===== src/design/ttt_pkg.sv =====
package ttt_pkg;

    localparam int TAG_W = 16;
    localparam int OWN_W = 8;
    localparam int STATUS_W = 3;
    localparam int CTR_W = 32;
    localparam int DEF_TAG_COUNT = 256;

    typedef enum logic [STATUS_W-1:0] {
        ST_PENDING = 3'd0,
        ST_NOREPLY = 3'd1,
        ST_EMPTY   = 3'd2,
        ST_STOPPED = 3'd3,
        ST_MATCH   = 3'd4,
        ST_DISCARD = 3'd5
    } status_t;

    typedef enum logic {
        FUNC_ISSUE   = 1'b0,
        FUNC_RECEIVE = 1'b1
    } func_t;

    typedef struct packed {
        logic             rd_en;
        logic             pop;
        logic             push;
        logic [TAG_W-1:0] push_tag;
    } fifo_ctl_t;

    typedef struct packed {
        logic             rd_en;
        logic [TAG_W-1:0] rd_tag;
        logic             wr_en;
        logic [TAG_W-1:0] wr_tag;
        logic             wr_pend;
        logic [OWN_W-1:0] wr_owner;
    } pend_ctl_t;

endpackage


===== src/design/ttt_pend_table.sv =====
module ttt_pend_table #(
    parameter int TAG_COUNT = ttt_pkg::DEF_TAG_COUNT
) (
    input  logic                    clk,
    input  logic                    rst_n,
    input  ttt_pkg::pend_ctl_t      ctl,
    output logic                    busy,
    output logic [ttt_pkg::OWN_W:0] rd_q
);
    import ttt_pkg::*;

    localparam int IDX_W = (TAG_COUNT > 1) ? $clog2(TAG_COUNT) : 1;

    logic [OWN_W:0] mem [TAG_COUNT];
    logic [OWN_W:0] mem_q_reg;

    logic             busy_reg, busy_next;
    logic [IDX_W-1:0] clr_idx_reg, clr_idx_next;

    logic             wr_en;
    logic [IDX_W-1:0] wr_idx;
    logic [OWN_W:0]   wr_data;

    assign busy = busy_reg;
    assign rd_q = mem_q_reg;

    assign wr_en   = busy_reg || ctl.wr_en;
    assign wr_idx  = busy_reg ? clr_idx_reg : ctl.wr_tag[IDX_W-1:0];
    assign wr_data = busy_reg ? '0 : {ctl.wr_pend, ctl.wr_owner};

    // clearing sweep after reset, one entry per cycle
    always_comb
    begin
        busy_next    = busy_reg;
        clr_idx_next = clr_idx_reg;
        if (busy_reg)
        begin
            if (clr_idx_reg == IDX_W'(TAG_COUNT - 1))
            begin
                busy_next = 1'b0;
            end
            else
            begin
                clr_idx_next = clr_idx_reg + IDX_W'(1);
            end
        end
    end

    always_ff @(posedge clk or negedge rst_n)
    begin
        if (!rst_n)
        begin
            busy_reg    <= 1'b1;
            clr_idx_reg <= '0;
        end
        else
        begin
            busy_reg    <= busy_next;
            clr_idx_reg <= clr_idx_next;
        end
    end

    always_ff @(posedge clk)
    begin
        if (wr_en)
        begin
            mem[wr_idx] <= wr_data;
        end
        if (ctl.rd_en)
        begin
            mem_q_reg <= mem[ctl.rd_tag[IDX_W-1:0]];
        end
    end

endmodule


===== config.mk =====
export PLATFORM = sky130hd
export DESIGN_NAME = ttt_pend_table
export DESIGN_NICKNAME = d
export VERILOG_FILES = /design/src/design/ttt_pkg.sv /design/src/design/ttt_pend_table.sv
export SDC_FILE = /design/constraint.sdc
export NUM_CORES = 2
export LEC_CHECK = 0
export ABC_CLOCK_PERIOD_IN_PS = 11800
export BUFFER_PORTS_ARGS = -buffer_cell sky130_fd_sc_hd__buf_2
export CAP_MARGIN = 30
export CORE_MARGIN = 1.5
export CORE_UTILIZATION = 35
export DETAILED_ROUTE_END_ITERATION = 16
export SYNTH_ARGS = -nofsm -noshare
export SYNTH_HDL_FRONTEND = slang
export SYNTH_SLANG_ARGS = --single-unit

===== constraint.sdc =====
create_clock -name clk -period 11.8 [get_ports clk]
set_clock_uncertainty 0.2 [all_clocks]
set_input_delay 0.59 -clock clk [delete_from_list [all_inputs] [get_ports clk]]
set_output_delay 0.59 -clock clk [all_outputs]
set_load 0.1 [all_outputs]

* Word level (Yosys, flattened, before mapping) *
Memories as Yosys holds them, arrays and structs flattened. A register that Yosys moved wholly into a read port is not among the register bits.
Index checks and enable logic that the tools add are counted.

word-level totals
  input bits = 45
  memories = 1
  bits in writable memories = 2304
  bits in registers = 9

memories
  name  depth  bits a word  read ports  clocked after Yosys merged registers in  wr ports  line                  RTL
  mem   256    9            1           1                                        1         ttt_pend_table.sv:14  logic [OWN_W:0] mem [TAG_COUNT];

cells by class
  muxes and demuxes = 6
  reductions and logical operators = 2
  bitwise gates (word level) = 1
  $add $sub $neg = 1
  equal/unequal tests = 1

operators by type and width
  cell                                         count
  two-way mux 9 bit                            1
  adder 8 x 1 -> 8 bit, second input constant  1
  == test 8 bit, second input constant         1
  two-way mux 8 bit                            1
  two-way mux 1 bit                            4
  AND reduction 2 bit                          1
  logical OR 1 bit                             1
  NOT 1 bit                                    1

* Logic depth before layout (Yosys ltp) *
  word-level depth = 3
  depth in mapped cells = 12
  gate-level depth less buffers = 7

* Least setup slack after synthesis *
OpenSTA, ideal clock, no wires.

  path kind = reg-to-reg
  start point = reg busy_reg, in the netlist busy
  end point = mem mem[0][0] (netlist name) (data pin)
  data required time = 10.154 ns
  path slack = 2.762 ns
  period minus slack after synthesis = 9.038 ns
  buffers on the path = 3
  cell stages (with the launch flop) = 5
  arrival time = 7.391 ns
  cell sequence = dfstp_2 -> buf_2 -> clkbuf_1 -> clkbuf_1 -> nor2b_1

on the way
  cells in the longest elaborated chain, start to end = 1

RTL lines
  item                    line                  RTL
  from (decl)             ttt_pend_table.sv:17  logic busy_reg, busy_next;
  from (signal assigned)  ttt_pend_table.sv:58  busy_reg <= busy_next;
  two-way mux 9 bit       ttt_pend_table.sv:29  assign wr_data = busy_reg ? '0 : {ctl.wr_pend, ctl.wr_owner};
  named net wr_data[0]    ttt_pend_table.sv:22  logic [OWN_W:0] wr_data;
  to (decl)               ttt_pend_table.sv:14

The timed path passes the listed nets, and every way through them passes these cells.

* Worst setup path in the final report *
  start point = reg busy_reg, in the netlist busy
  end point = mem mem[109][7] (netlist name) (enable)

on the way
  cells in the longest elaborated chain, start to end = 3
  elaborated cells on any way between the ends = 4
  those cells by class = mux (3); reduce/logical (1)

RTL lines
  item                                     line                  RTL
  logical OR 1 bit                         ttt_pend_table.sv:27  assign wr_en = busy_reg || ctl.wr_en;
  two-way mux 1 bit                        ttt_pend_table.sv:65  if (wr_en)
  two-way mux 1 bit (not written as such)  ttt_pend_table.sv:67  mem[wr_idx] <= wr_data;

Parallel ways exist; a longest one is shown, timed or not.

==> parameters.txt <==
Parameter                              Value

Worst hold path
  Worst hold path startpoint    ctl[7]
  Instance count along the most critical hold path    3
  End of the worst hold path    mem[195][7]
  HP Class    in2reg

Routing
  WL/cell    27.9 um
  Drt drc    0
  Via count    43691
  Number of DRC markers after the initial detailed-route iteration    5036
  Vias per cell    5.49
  Detailed-router iteration count before antenna repair    5
  Number of nets with antenna violations after detailed routing    0
  Total wire length after detailed routing    222000 um

Die
  Chip height    509 um
  Core ar.    255000 um^2
  Die Footprint    260000 um^2
  Width of the die    509 um
  Initial Util    0.353
  Number of cell rows    185
  Number of primary I/O pins    55

Worst setup path
  R2r endpoint    mem[109][7]
  Setup slack on the worst flop-to-flop path    7110 ps
  Beginning of the worst register-to-register path    busy
  Reg2Reg Depth    4
  Crit-path slowest cell    dfstp_2
  Category of the worst setup path launch point    register
  Critical Path, Cell by Cell    inv_1 > o32ai_2 > nand2_1 > nor2_1
  Data required, critical path    12070 ps
  Cell family with most CP delay    simple AND/OR/NAND/NOR gates
  Arrival time at the worst endpoint    4970 ps
  Critical path peak fanout    28
  Nature of the critical path endpoint    register
  CP bufs+invs    1
  Setup Crit Path Kind    reg2reg
  Critical Path Max Stage Delay    1020 ps

Clock network
  Clock slew seen by the registers of the worst setup and hold paths    60 ps
  Number of clock sinks    2322
  Clock insertion delay at the later pin of the skew report    880 ps
  Maximum count of clock buffers along a single path    3
  Post-CTS Setup Inserts    0
  TritonCTS clock tree    done
  Cell at the root of the clock tree    clkbuf_16
  Post-CTS Resized    0
  Total clock buffers created by CTS    229
  H-tree level count    4

Pwr
  Switching Power    3.66 mW
  Pleak    30.9 nW
  Final total power    17.0 mW
  Fraction of power consumed by sequential logic    0.535
  Internal power    13.3 mW
  Highest ir drop seen on vdd    0.152 mV
  Total power per unit cell area    167 nW/um^2
  Switching share of power    0.215
  Share of power burned in combinational logic    0.049
  Clk pwr share    0.416

Yosys
  Proportion of synthesized area in mux cells    0.141
  Compound-gate portion of the synthesized area    0.0407
  XOR/XNOR share of the synthesized area    0.000585
  Total of warnings raised by yosys    0
  Simple-gate share of the synthesized area    0.0239
  Number of nets produced by synthesis    4298
  Main combinational cell family by area after synthesis    multiplexers
  Flip-flop and latch count after synthesis    2322
  Average cell area after synthesis    21.1 um^2
  Post-synthesis instance area    89800 um^2
  Number of flops mapped to enable cells by yosys    2313
  Post-synth top area share    0.774
  Count of mapped cells out of synthesis    4252
  Share of synthesized area occupied by flip-flops and latches    0.776
  Ys flop type    edfxtp_1
  Cells taking the most area after synthesis    edfxtp_1 77%, mux4_2 13%, a22oi_1 1.8%
  Dominant cell type by area after synthesis    edfxtp_1
  Proportion of synthesized flip-flops having asynchronous set or reset    0.00388
  Count of different cell masters after synthesis    58
  Adder-cell area share of the yosys netlist    0.000139

Global routing
  First-pass GRT wire length    319000 um
  Antenna violations before repair    8
  Largest net degree at the start of global routing    216
  Tot GR Track Use    0.170
  Gr ovfl total    0
  Number of global-route vias before repair    43698

Finish
  Top library cells by usage in the layout, fill and taps aside    2313 x edfxtp_1, 500 x mux4_2, 285 x nor2_1
  Most frequent standard cell in the layout excluding fill and tap cells    edfxtp_1
  Largest register FFs    2304
  Total Nets Final    4445
  Share of layout cells above drive strength 1    0.223
  Fill cells    22417
  Area delta synth->final    13.0%

Job
  Max Cap Violations    0

Placement
  PortBufs    38
  Post-detailed-placement half-perimeter wirelength    129000 um
  Placer congestion estimate    0.845

Timing
  Pins over their slew limit    0
  Total Negative Setup Slacks    0 ps
  Highest attainable clock frequency    0.213 GHz
  Worst hold slack across all endpoints    176 ps
  Period utilisation layout    0.398
  Slew at the pin with the worst max-slew slack    1190 ps
  Final critical delay including setup and external delays    4690 ps
  Number of hold violations in the final report    0
  Headroom to the max-slew limit    0.204
  Endpoints failing setup    0
  RSZ-0062 raised after global routing    false

Run status
  Status    complete, no violations
[synthesized netlist by cell type, drive strengths merged, types with 8 or more instances]
library cell	count
a211oi	10
a21o	18
a21oi	148
a22oi	211
a31oi	22
a41oi	12
buf	148
clkbuf	112
dfrtp	8
edfxtp	2313
inv	11
mux2i	118
mux4	506
nand2	70
nand2b	10
nand3	22
nor2	287
nor2b	20
nor3	16
nor4	34
o21ai	31
o221ai	34
o22ai	21
[power by group through the flow]
stage	combinational [mW]	clock, mW	sequential [mW]
2_1_floorplan	0.488	0	9.33
3_3_place_gp	0.808	0	9.28
3_5_place_dp	0.825	0	9.28
4_1_cts	0.827	7.17	9.10
5_1_grt	0.873	7.48	9.09
6_report	0.830	7.07	9.10
[metal layers]
layer / vias to the layer above / share of wire / GRT usage
met5: - / 0 / 0
li1: 18184 / - / -
met1: 23530 / 0.41 / 0.231
met3: 330 / 0.072 / 0.0303
met4: 0 / 0.027 / 0.0504
met2: 1647 / 0.49 / 0.279
[cell families after synthesis]
kind of cell | count (synthesis)
XOR/XNOR | 6
AND/OR/NAND/NOR | 487
adder cells (fa/ha/maj) | 1
multiplexers | 627
buffers and inverters | 271
flip-flops | 2322
AO/OA/AOI/OAI | 538
[area by class of cell]
| class | instances | area [um^2] | share of cell area |
|---|---|---|---|
| diodes | 4 | 10.0 | 0.0000986 |
| clock inverters | 126 | 1150 | 0.0113 |
| flip-flops and latches | 2322 | 69700 | 0.687 |
| clock buffers | 299 | 6110 | 0.0602 |
| well taps | 3366 | 4210 | 0.0415 |
| multi-input cells | 1659 | 18700 | 0.184 |
| repair buffers | 176 | 1590 | 0.0156 |
| inverters | 11 | 41.3 | 0.000407 |
[worst max path at each step]
stage                       start          end  slack, ps  cells after the start
after CTS                 ctl[26]      rd_q[7]       7000                      8
after global routing      ctl[26]      rd_q[7]       6870                      8
after floorplan              busy    mem[0][0]       2760                      4
after detailed placement  ctl[26]      rd_q[7]       6060                      8
final                        busy  mem[109][7]       7110                      4
after global placement    ctl[26]      rd_q[0]       6090                      9
[tightest hold or removal path, stage by stage]
cell	delay (ps)
buf_2	100
nor2b_4	170
buf_12	170
[per-stage QoR]
| step | utilization | cell area, um^2 | setup slack, ps | instances |
|---|---|---|---|---|
| 2_1_floorplan | - | 89800 | 2760 | 4252 |
| 3_3_place_gp | 0.367 | 93500 | 6090 | 7479 |
| 3_5_place_dp | 0.369 | 93900 | 6060 | 7512 |
| 4_1_cts | 0.397 | 101000 | 7000 | 7943 |
| 5_1_grt | 0.399 | 101000 | 6870 | 7960 |
| 6_report | 0.399 | 101000 | 7110 | 7963 |
[what timing repair did]
item / 4_1_cts / 5_1_grt
setup endpoints to repair: 0 / 0
endpoints found under the hold margin: 38 / 1
hold buffers: 6 / 1
Power figures use the tool's default switching activity.
