File: config.mk
export PLATFORM = sky130hd
export DESIGN_NAME = ttt_free_fifo
export DESIGN_NICKNAME = d
export VERILOG_FILES = /design/src/design/ttt_pkg.sv /design/src/design/ttt_free_fifo.sv
export SDC_FILE = /design/constraint.sdc
export NUM_CORES = 2
export LEC_CHECK = 0
export ABC_CLOCK_PERIOD_IN_PS = 3300
export BUFFER_PORTS_ARGS = -buffer_cell sky130_fd_sc_hd__buf_2
export CORE_UTILIZATION = 45
export DETAILED_ROUTE_END_ITERATION = 12
export PLACE_DENSITY_LB_ADDON = 0.12
export REMOVE_ABC_BUFFERS = 1
export SYNTH_ARGS = -nofsm -noshare
export SYNTH_HDL_FRONTEND = slang
export SYNTH_SLANG_ARGS = --single-unit
File: constraint.sdc
create_clock -name clk -period 3.3 [get_ports clk]
set_clock_uncertainty 0.2 [all_clocks]
set_input_delay 0.66 -clock clk [delete_from_list [all_inputs] [get_ports clk]]
set_output_delay 0.66 -clock clk [all_outputs]
set_load 0.05 [all_outputs]
File: src/design/ttt_pkg.sv
package ttt_pkg;

    localparam int TAG_W = 16;
    localparam int OWN_W = 8;
    localparam int STATUS_W = 3;
    localparam int CTR_W = 32;
    localparam int DEF_TAG_COUNT = 256;

    typedef enum logic [STATUS_W-1:0] {
        ST_PENDING = 3'd0,
        ST_NOREPLY = 3'd1,
        ST_EMPTY   = 3'd2,
        ST_STOPPED = 3'd3,
        ST_MATCH   = 3'd4,
        ST_DISCARD = 3'd5
    } status_t;

    typedef enum logic {
        FUNC_ISSUE   = 1'b0,
        FUNC_RECEIVE = 1'b1
    } func_t;

    typedef struct packed {
        logic             rd_en;
        logic             pop;
        logic             push;
        logic [TAG_W-1:0] push_tag;
    } fifo_ctl_t;

    typedef struct packed {
        logic             rd_en;
        logic [TAG_W-1:0] rd_tag;
        logic             wr_en;
        logic [TAG_W-1:0] wr_tag;
        logic             wr_pend;
        logic [OWN_W-1:0] wr_owner;
    } pend_ctl_t;

endpackage

File: src/design/ttt_free_fifo.sv
module ttt_free_fifo #(
    parameter int TAG_COUNT = ttt_pkg::DEF_TAG_COUNT
) (
    input  logic                      clk,
    input  logic                      rst_n,
    input  ttt_pkg::fifo_ctl_t        ctl,
    output logic                      empty,
    output logic [ttt_pkg::TAG_W-1:0] rd_tag
);
    import ttt_pkg::*;

    localparam int IDX_W = (TAG_COUNT > 1) ? $clog2(TAG_COUNT) : 1;
    localparam int CNT_W = $clog2(TAG_COUNT + 1);
    localparam int SUM_W = IDX_W + 2;

    logic [TAG_W-1:0] mem [TAG_COUNT];
    logic [TAG_W-1:0] mem_q_reg;

    logic [IDX_W-1:0] head_reg, head_next;
    logic [CNT_W-1:0] count_reg, count_next;
    logic [CNT_W-1:0] fill_reg, fill_next;

    logic [IDX_W:0]   head_inc;
    logic [SUM_W-1:0] tail_sum;
    logic [SUM_W-1:0] tail_mod;
    logic [IDX_W-1:0] tail_idx;
    logic             push_ok;

    assign head_inc = {1'b0, head_reg} + (IDX_W+1)'(1);
    assign tail_sum = SUM_W'(head_reg) + SUM_W'(count_reg);
    assign tail_mod = (tail_sum >= SUM_W'(TAG_COUNT)) ? (tail_sum - SUM_W'(TAG_COUNT)) : tail_sum;
    assign tail_idx = tail_mod[IDX_W-1:0];
    assign push_ok  = ctl.push && (ctl.pop || (count_reg != CNT_W'(TAG_COUNT)));

    assign empty  = (count_reg == '0);
    // slots beyond the fill mark still hold their reset tag
    assign rd_tag = (CNT_W'(head_reg) < fill_reg) ? mem_q_reg : TAG_W'(head_reg);

    always_comb
    begin
        head_next  = head_reg;
        count_next = count_reg;
        fill_next  = fill_reg;
        if (ctl.pop)
        begin
            head_next = (head_inc == (IDX_W+1)'(TAG_COUNT)) ? '0 : head_inc[IDX_W-1:0];
        end
        if (ctl.pop && !push_ok)
        begin
            count_next = count_reg - CNT_W'(1);
        end
        else if (!ctl.pop && push_ok)
        begin
            count_next = count_reg + CNT_W'(1);
        end
        if (push_ok && (fill_reg != CNT_W'(TAG_COUNT)))
        begin
            fill_next = fill_reg + CNT_W'(1);
        end
    end

    always_ff @(posedge clk or negedge rst_n)
    begin
        if (!rst_n)
        begin
            head_reg  <= '0;
            count_reg <= CNT_W'(TAG_COUNT);
            fill_reg  <= '0;
        end
        else
        begin
            head_reg  <= head_next;
            count_reg <= count_next;
            fill_reg  <= fill_next;
        end
    end

    always_ff @(posedge clk)
    begin
        if (push_ok)
        begin
            mem[tail_idx] <= ctl.push_tag;
        end
        if (ctl.rd_en)
        begin
            mem_q_reg <= mem[head_reg];
        end
    end

endmodule

; ---- Word-level counts from Yosys, hierarchy flattened
; Memory sizes are Yosys's and may differ from the RTL's. A register that Yosys moved wholly into a read port is not among the register bits.
; Cells that the tools add are included.
; W data, S select, Z words.
[classes]
eq_ne = 3
n_mux = 7
order_cmp = 2
n_reduce_logical = 9
addsub = 6
[op_table]
columns = op, n
row1 = $add A9 B1 Y9 const B, 2
row2 = $mux W9, 2
row3 = $ne A9 B9 Y1 const B, 2
row4 = $mux W16, 1
row5 = $mux W8, 2
row6 = $add A8 B9 Y10, 1
row7 = $ge A10 B9 Y1 const B, 1
row8 = $add A8 B1 Y9 const B, 1
row9 = $eq A9 B9 Y1 const B, 1
row10 = $logic_not A9 Y1, 1
row11 = $lt A8 B9 Y1, 1
row12 = $sub A9 B1 Y9 const B, 1
row13 = $sub A8 B1 Y8 const B, 1
row14 = $logic_and A1 B1 Y1, 4
row15 = $logic_not A1 Y1, 2
row16 = $mux W1, 2
row17 = $reduce_bool A2 Y1, 1
row18 = $logic_or A1 B1 Y1, 1
[word_totals]
ram_bits = 4096
word_cells = 31
mem_count = 1
inputBits = 21
reg_bits = 26
[mem_list]
columns = name, depth, word_bits, rd, rd_ports_with_merged_regs, wr, line
row1 = mem, 256, 16, 1, 1, 1, ttt_free_fifo.sv:16  ; logic [TAG_W-1:0] mem [TAG_COUNT];

; ---- Longest topological paths before layout
[logic_depth]
word_depth = 6
ltp_mapped = 15
mapped_depth_nobuf = 10

; ---- Least setup slack after synthesis
; No wires, ideal clock.
[synth_timing]
path_kind = reg2reg
startpoint = register count_reg[0]
endpoint = memory mem[216][0] (enable)
setup_slack_ps = -398
setup_time_ps = 388
required_ps = 2712
path_stages_with_launch = 11
n_path_buf = 0
arrival_time_ps = 3110
path_cell_list = dfrtp_1 -> ha_1 -> fa_1 -> a21o_1 -> a21oi_1 -> o21bai_1 -> a21oi_1 -> xor2_1 -> nor2_1 -> nand2_1 -> nor2_1
[synth_via]
elab_chain_len = 5
[synth_rtl]
columns = element, line
row1 = from (decl), ttt_free_fifo.sv:20  ; logic [CNT_W-1:0] count_reg, count_next;
row2 = from (signal assigned), ttt_free_fifo.sv:67  ; count_reg <= CNT_W'(TAG_COUNT);
row3 = from (signal assigned), ttt_free_fifo.sv:73  ; count_reg <= count_next;
row4 = "parallel branches: the longest is 5 deep, another holds $add A8 B9 Y10", -
row5 = to (decl), ttt_free_fifo.sv:16
; Parallel ways; which one is timed is not known.

; ---- Final worst setup path
[layout_timing]
startpoint = register head_reg[1]
endpoint = output port rd_tag[1] in the netlist's numbering
[layout_via]
elab_chain_len = 2
[layout_rtl]
columns = element, line
row1 = from (decl), ttt_free_fifo.sv:19  ; logic [IDX_W-1:0] head_reg, head_next;
row2 = from (signal assigned), ttt_free_fifo.sv:72  ; head_reg <= head_next;
row3 = $lt A8 B9 Y1, ttt_free_fifo.sv:37  ; assign rd_tag = (CNT_W'(head_reg) < fill_reg) ? mem_q_reg : TAG_W'(head_reg);
row4 = $mux W16 *, ttt_free_fifo.sv:37
row5 = to (decl), ttt_free_fifo.sv:8  ; output logic [ttt_pkg::TAG_W-1:0] rd_tag
; Every way passes the cells marked *; elsewhere a longest branch is shown, timed or not.

==> flow_summary.toml <==
[outcome]
outcome = "complete, but fails checks"
violations = "DRC, setup timing"

[synth]
ys_top_cells_by_area = "edfxtp_1 (77%), mux4_2 (11%), mux2i_1 (3.8%)"
syn_inst = 7621
seq_area_frac_synth_pct = 77.11
yosys.area_share.simple_pct = 1.764
synth_xor_area_share_pct = 0.1959
ys_seq_elements = 4138
synth_area_um2 = 161000
synth-compound-area-share_pct = 3.681
synthMuxAreaShare_pct = 15.28
synth_fa_ha_area_share_pct = 0.2114
syn_avg_cell_area_um2 = 21.12
yosysTopAreaCellShare_pct = 76.71
synth_ff_type = "edfxtp_1"
netlist.top_cell.by_area = "edfxtp_1"
synth_cell_types = 71
ys_async_sr_fraction_pct = 0.6283
yosysWarnings = 0
synth_top_family_by_area = "multiplexers"
synth-edff-count = 4112

[pwr]
leakagePower_nw = 65.51
p_total_mw = 186.6
powerDensity_nw_per_um2 = 935.2
ir_drop_mv = 1.025

[detailed_routing]
wl_per_cell_um = 35.69
topRoutingLayerUsed = "met5"
route.vias.total = 86379
drt_wl_total_um = 503900
drc = 8
drtIter0Drc = 10565
wl_met2_um = 239000
wl_met3_um = 41760
met1_length_um = 204300
antenna_left = 0
vias_per_cell = 6.118
dr.pass1.iters = 10

[worst_setup_path]
r2r-start = "head_reg[0]"
end_kind = "output pin"
startpoint = "head_reg[1]"
critPathArrivalTime_ns = 3.70
critPathMaxStageDelay_ns = 0.49
cp.required_ns = 2.44
crit_chain = "buf_12 -> buf_16 -> ha_4 -> a21o_1 -> a21oi_2 -> nor2b_1 -> o21ai_1 -> a21oi_2 -> o31ai_4 -> buf_12 -> buf_16 -> mux2_4 -> buf_6"
start_kind = "flip-flop"
crit_fanout = 5
cp_slowest_cell = "dfrtp_4"
path_class = "flip-flop to output pin"

[cells_and_area]
final_area_um2 = 199500
largest_reg_flops = 4096
layout-drive-gt1-share_pct = 35.58
syn_to_final_growth_pct = 23.93
stdcell_count = 14118
nets = 9055
final_core_util_pct = 56.05

[global_routing]
grt_max_degree = 101
grt_pass1_wl_um = 687100
overflow = 0
antenna_found_initial = 31
track_usage_pct = 27.53
grt_pass1_vias = 85385

[sta]
tightest_slew_ns = 0.9804
rsz0062_at_grt = "yes"
tns_ns = -1107.14
setup_viol = 4129
layout_min_cycle_time_ns = 4.561
finalHoldViolCount = 0
timing.hold.ws_ns = 0.06217
max_freq_ghz = 0.2192
post-route-period-util_pct = 138.2
max-slew-margin-rel_pct = 34.47
drv_slew = 0
setup_ws_ns = -1.261

[clock_tree]
cts_tree = "built"
htreeDepth = 5
numCtsBuffers = 430
path_clk_slew_ns = 0.06
clk_root_buffer_cell = "clkbuf_16"
cts.sinks = 4138
cts_buffer_depth = 4
clk_latency_ns = 1.01

[floorplan]
initial_utilization_pct = 45.22
die_h_um = 600.1
coreArea_um2 = 355900
die_area_um2 = 360100
row_count = 219
ios = 38
dieWidth_um = 600.1

[placed_design]
place_area_um2 = 177900
dp_hpwl_um = 303500
dpl_worst_slack_ns = -1.328
place.gp.congestion = 0.8730
dp_cells = 13054
numPortBuffers = 37

[job]
drv_cap = 0

[min_path]
hp-start = "ctl[9]"
min_path_type = "primary input to flip-flop"
routing by layer:
layer,GRT usage [%],vias to the layer above
met1,38.70,46703
met3,5.145,731
met2,43.56,3953
met4,9.148,4
met5,0,-
li1,-,34988
power breakdown:
part,internal (mW),switching [mW],total (mW)
Sequential,60.2,0.785,61.0
Combinational,33.2,44.5,77.6
Clock,27.3,20.7,48.0
Total,121,65.9,187
cell usage after synthesis (12+ instances only):
| library cell | instances |
|---|---|
| a2111oi_0 | 12 |
| a211oi_1 | 14 |
| a21o_1 | 19 |
| a21oi_1 | 157 |
| a221o_1 | 26 |
| a221oi_1 | 103 |
| a22oi_1 | 56 |
| a31oi_1 | 31 |
| buf_1 | 32 |
| buf_2 | 81 |
| buf_4 | 49 |
| buf_6 | 83 |
| clkbuf_1 | 179 |
| dfrtp_1 | 25 |
| edfxtp_1 | 4112 |
| ha_1 | 24 |
| inv_1 | 16 |
| mux2_2 | 29 |
| mux2i_1 | 618 |
| mux4_2 | 803 |
| nand2_1 | 140 |
| nand3_1 | 42 |
| nor2_1 | 371 |
| nor3_1 | 49 |
| nor4_1 | 14 |
| o211ai_1 | 12 |
| o21ai_0 | 115 |
| o221ai_1 | 126 |
| o22ai_1 | 89 |
| o31ai_1 | 19 |
| xnor2_1 | 28 |
path summary, 6_finish.rpt:
check / slack (ns) / to / cells after the start
hold / removal: 0.06 / mem[9][9] / 1
setup reg to reg: -0.76 / mem_q_reg[8] / 12
min in group asynchronous: 0.17 / fill_reg[7] / 2
max in group asynchronous: 2.16 / head_reg[4] / 2
hold reg to reg: 0.30 / count_reg[8] / 1
setup / recovery: -1.26 / rd_tag[1] / 13
kinds of logic (layout without fill, tap and decap cells):
| logic type | count (synthesis) | in the layout |
|---|---|---|
| flops | 4138 | 4138 |
| mux | 1450 | 1450 |
| compound gates | 838 | 838 |
| simple gates | 675 | 675 |
| buf+inv | 458 | 2198 |
| xor+xnor | 36 | 36 |
| fa+ha+maj | 26 | 26 |
| other cells | 0 | 6 |
area by class of cell:
class	instances	area, um^2
Fill cell	26596	156500
Sequential cell	4138	124200
Multi-Input combinational cell	3025	36890
Timing Repair Buffer	1395	18600
Clock buffer	508	11120
Tap cell	4751	5944
Clock inverter	277	2683
Inverter	18	82.58
Antenna cell	6	15.01
worst max-delay path: cells and delay by family, from the launching register on:
kind / cells / cell delay (ns)
compound gates: 5 / 0.80
fa+ha+maj: 1 / 0.20
buf+inv: 5 / 0.80
flops: 1 / 0.49
mux: 1 / 0.32
simple gates: 1 / 0.06
repair_timing:
item | CTS | global route
gates cloned | 39 | 34
setup buffers | 107 | 98
endpoints found under the setup margin | 4129 | 4113
gates resized for setup | 443 | 404
hold endpoints to repair | 402 | 0
hold buffers | 14 | 0
pin swaps | 74 | 108
cells in the final DEF (no fill, tap or decap), types with 109 or more instances in the layout:
cell	synthesis	layout
a21oi_1	157	119
buf_12	5	419
buf_4	49	688
buf_6	83	121
clkbuf_16	0	463
clkinv_1	1	109
edfxtp_1	4112	4112
mux2i_1	618	612
mux4_2	803	803
nor2_1	371	125
nor2_2	0	165
Note: power is estimated with default switching activity, not from simulation.
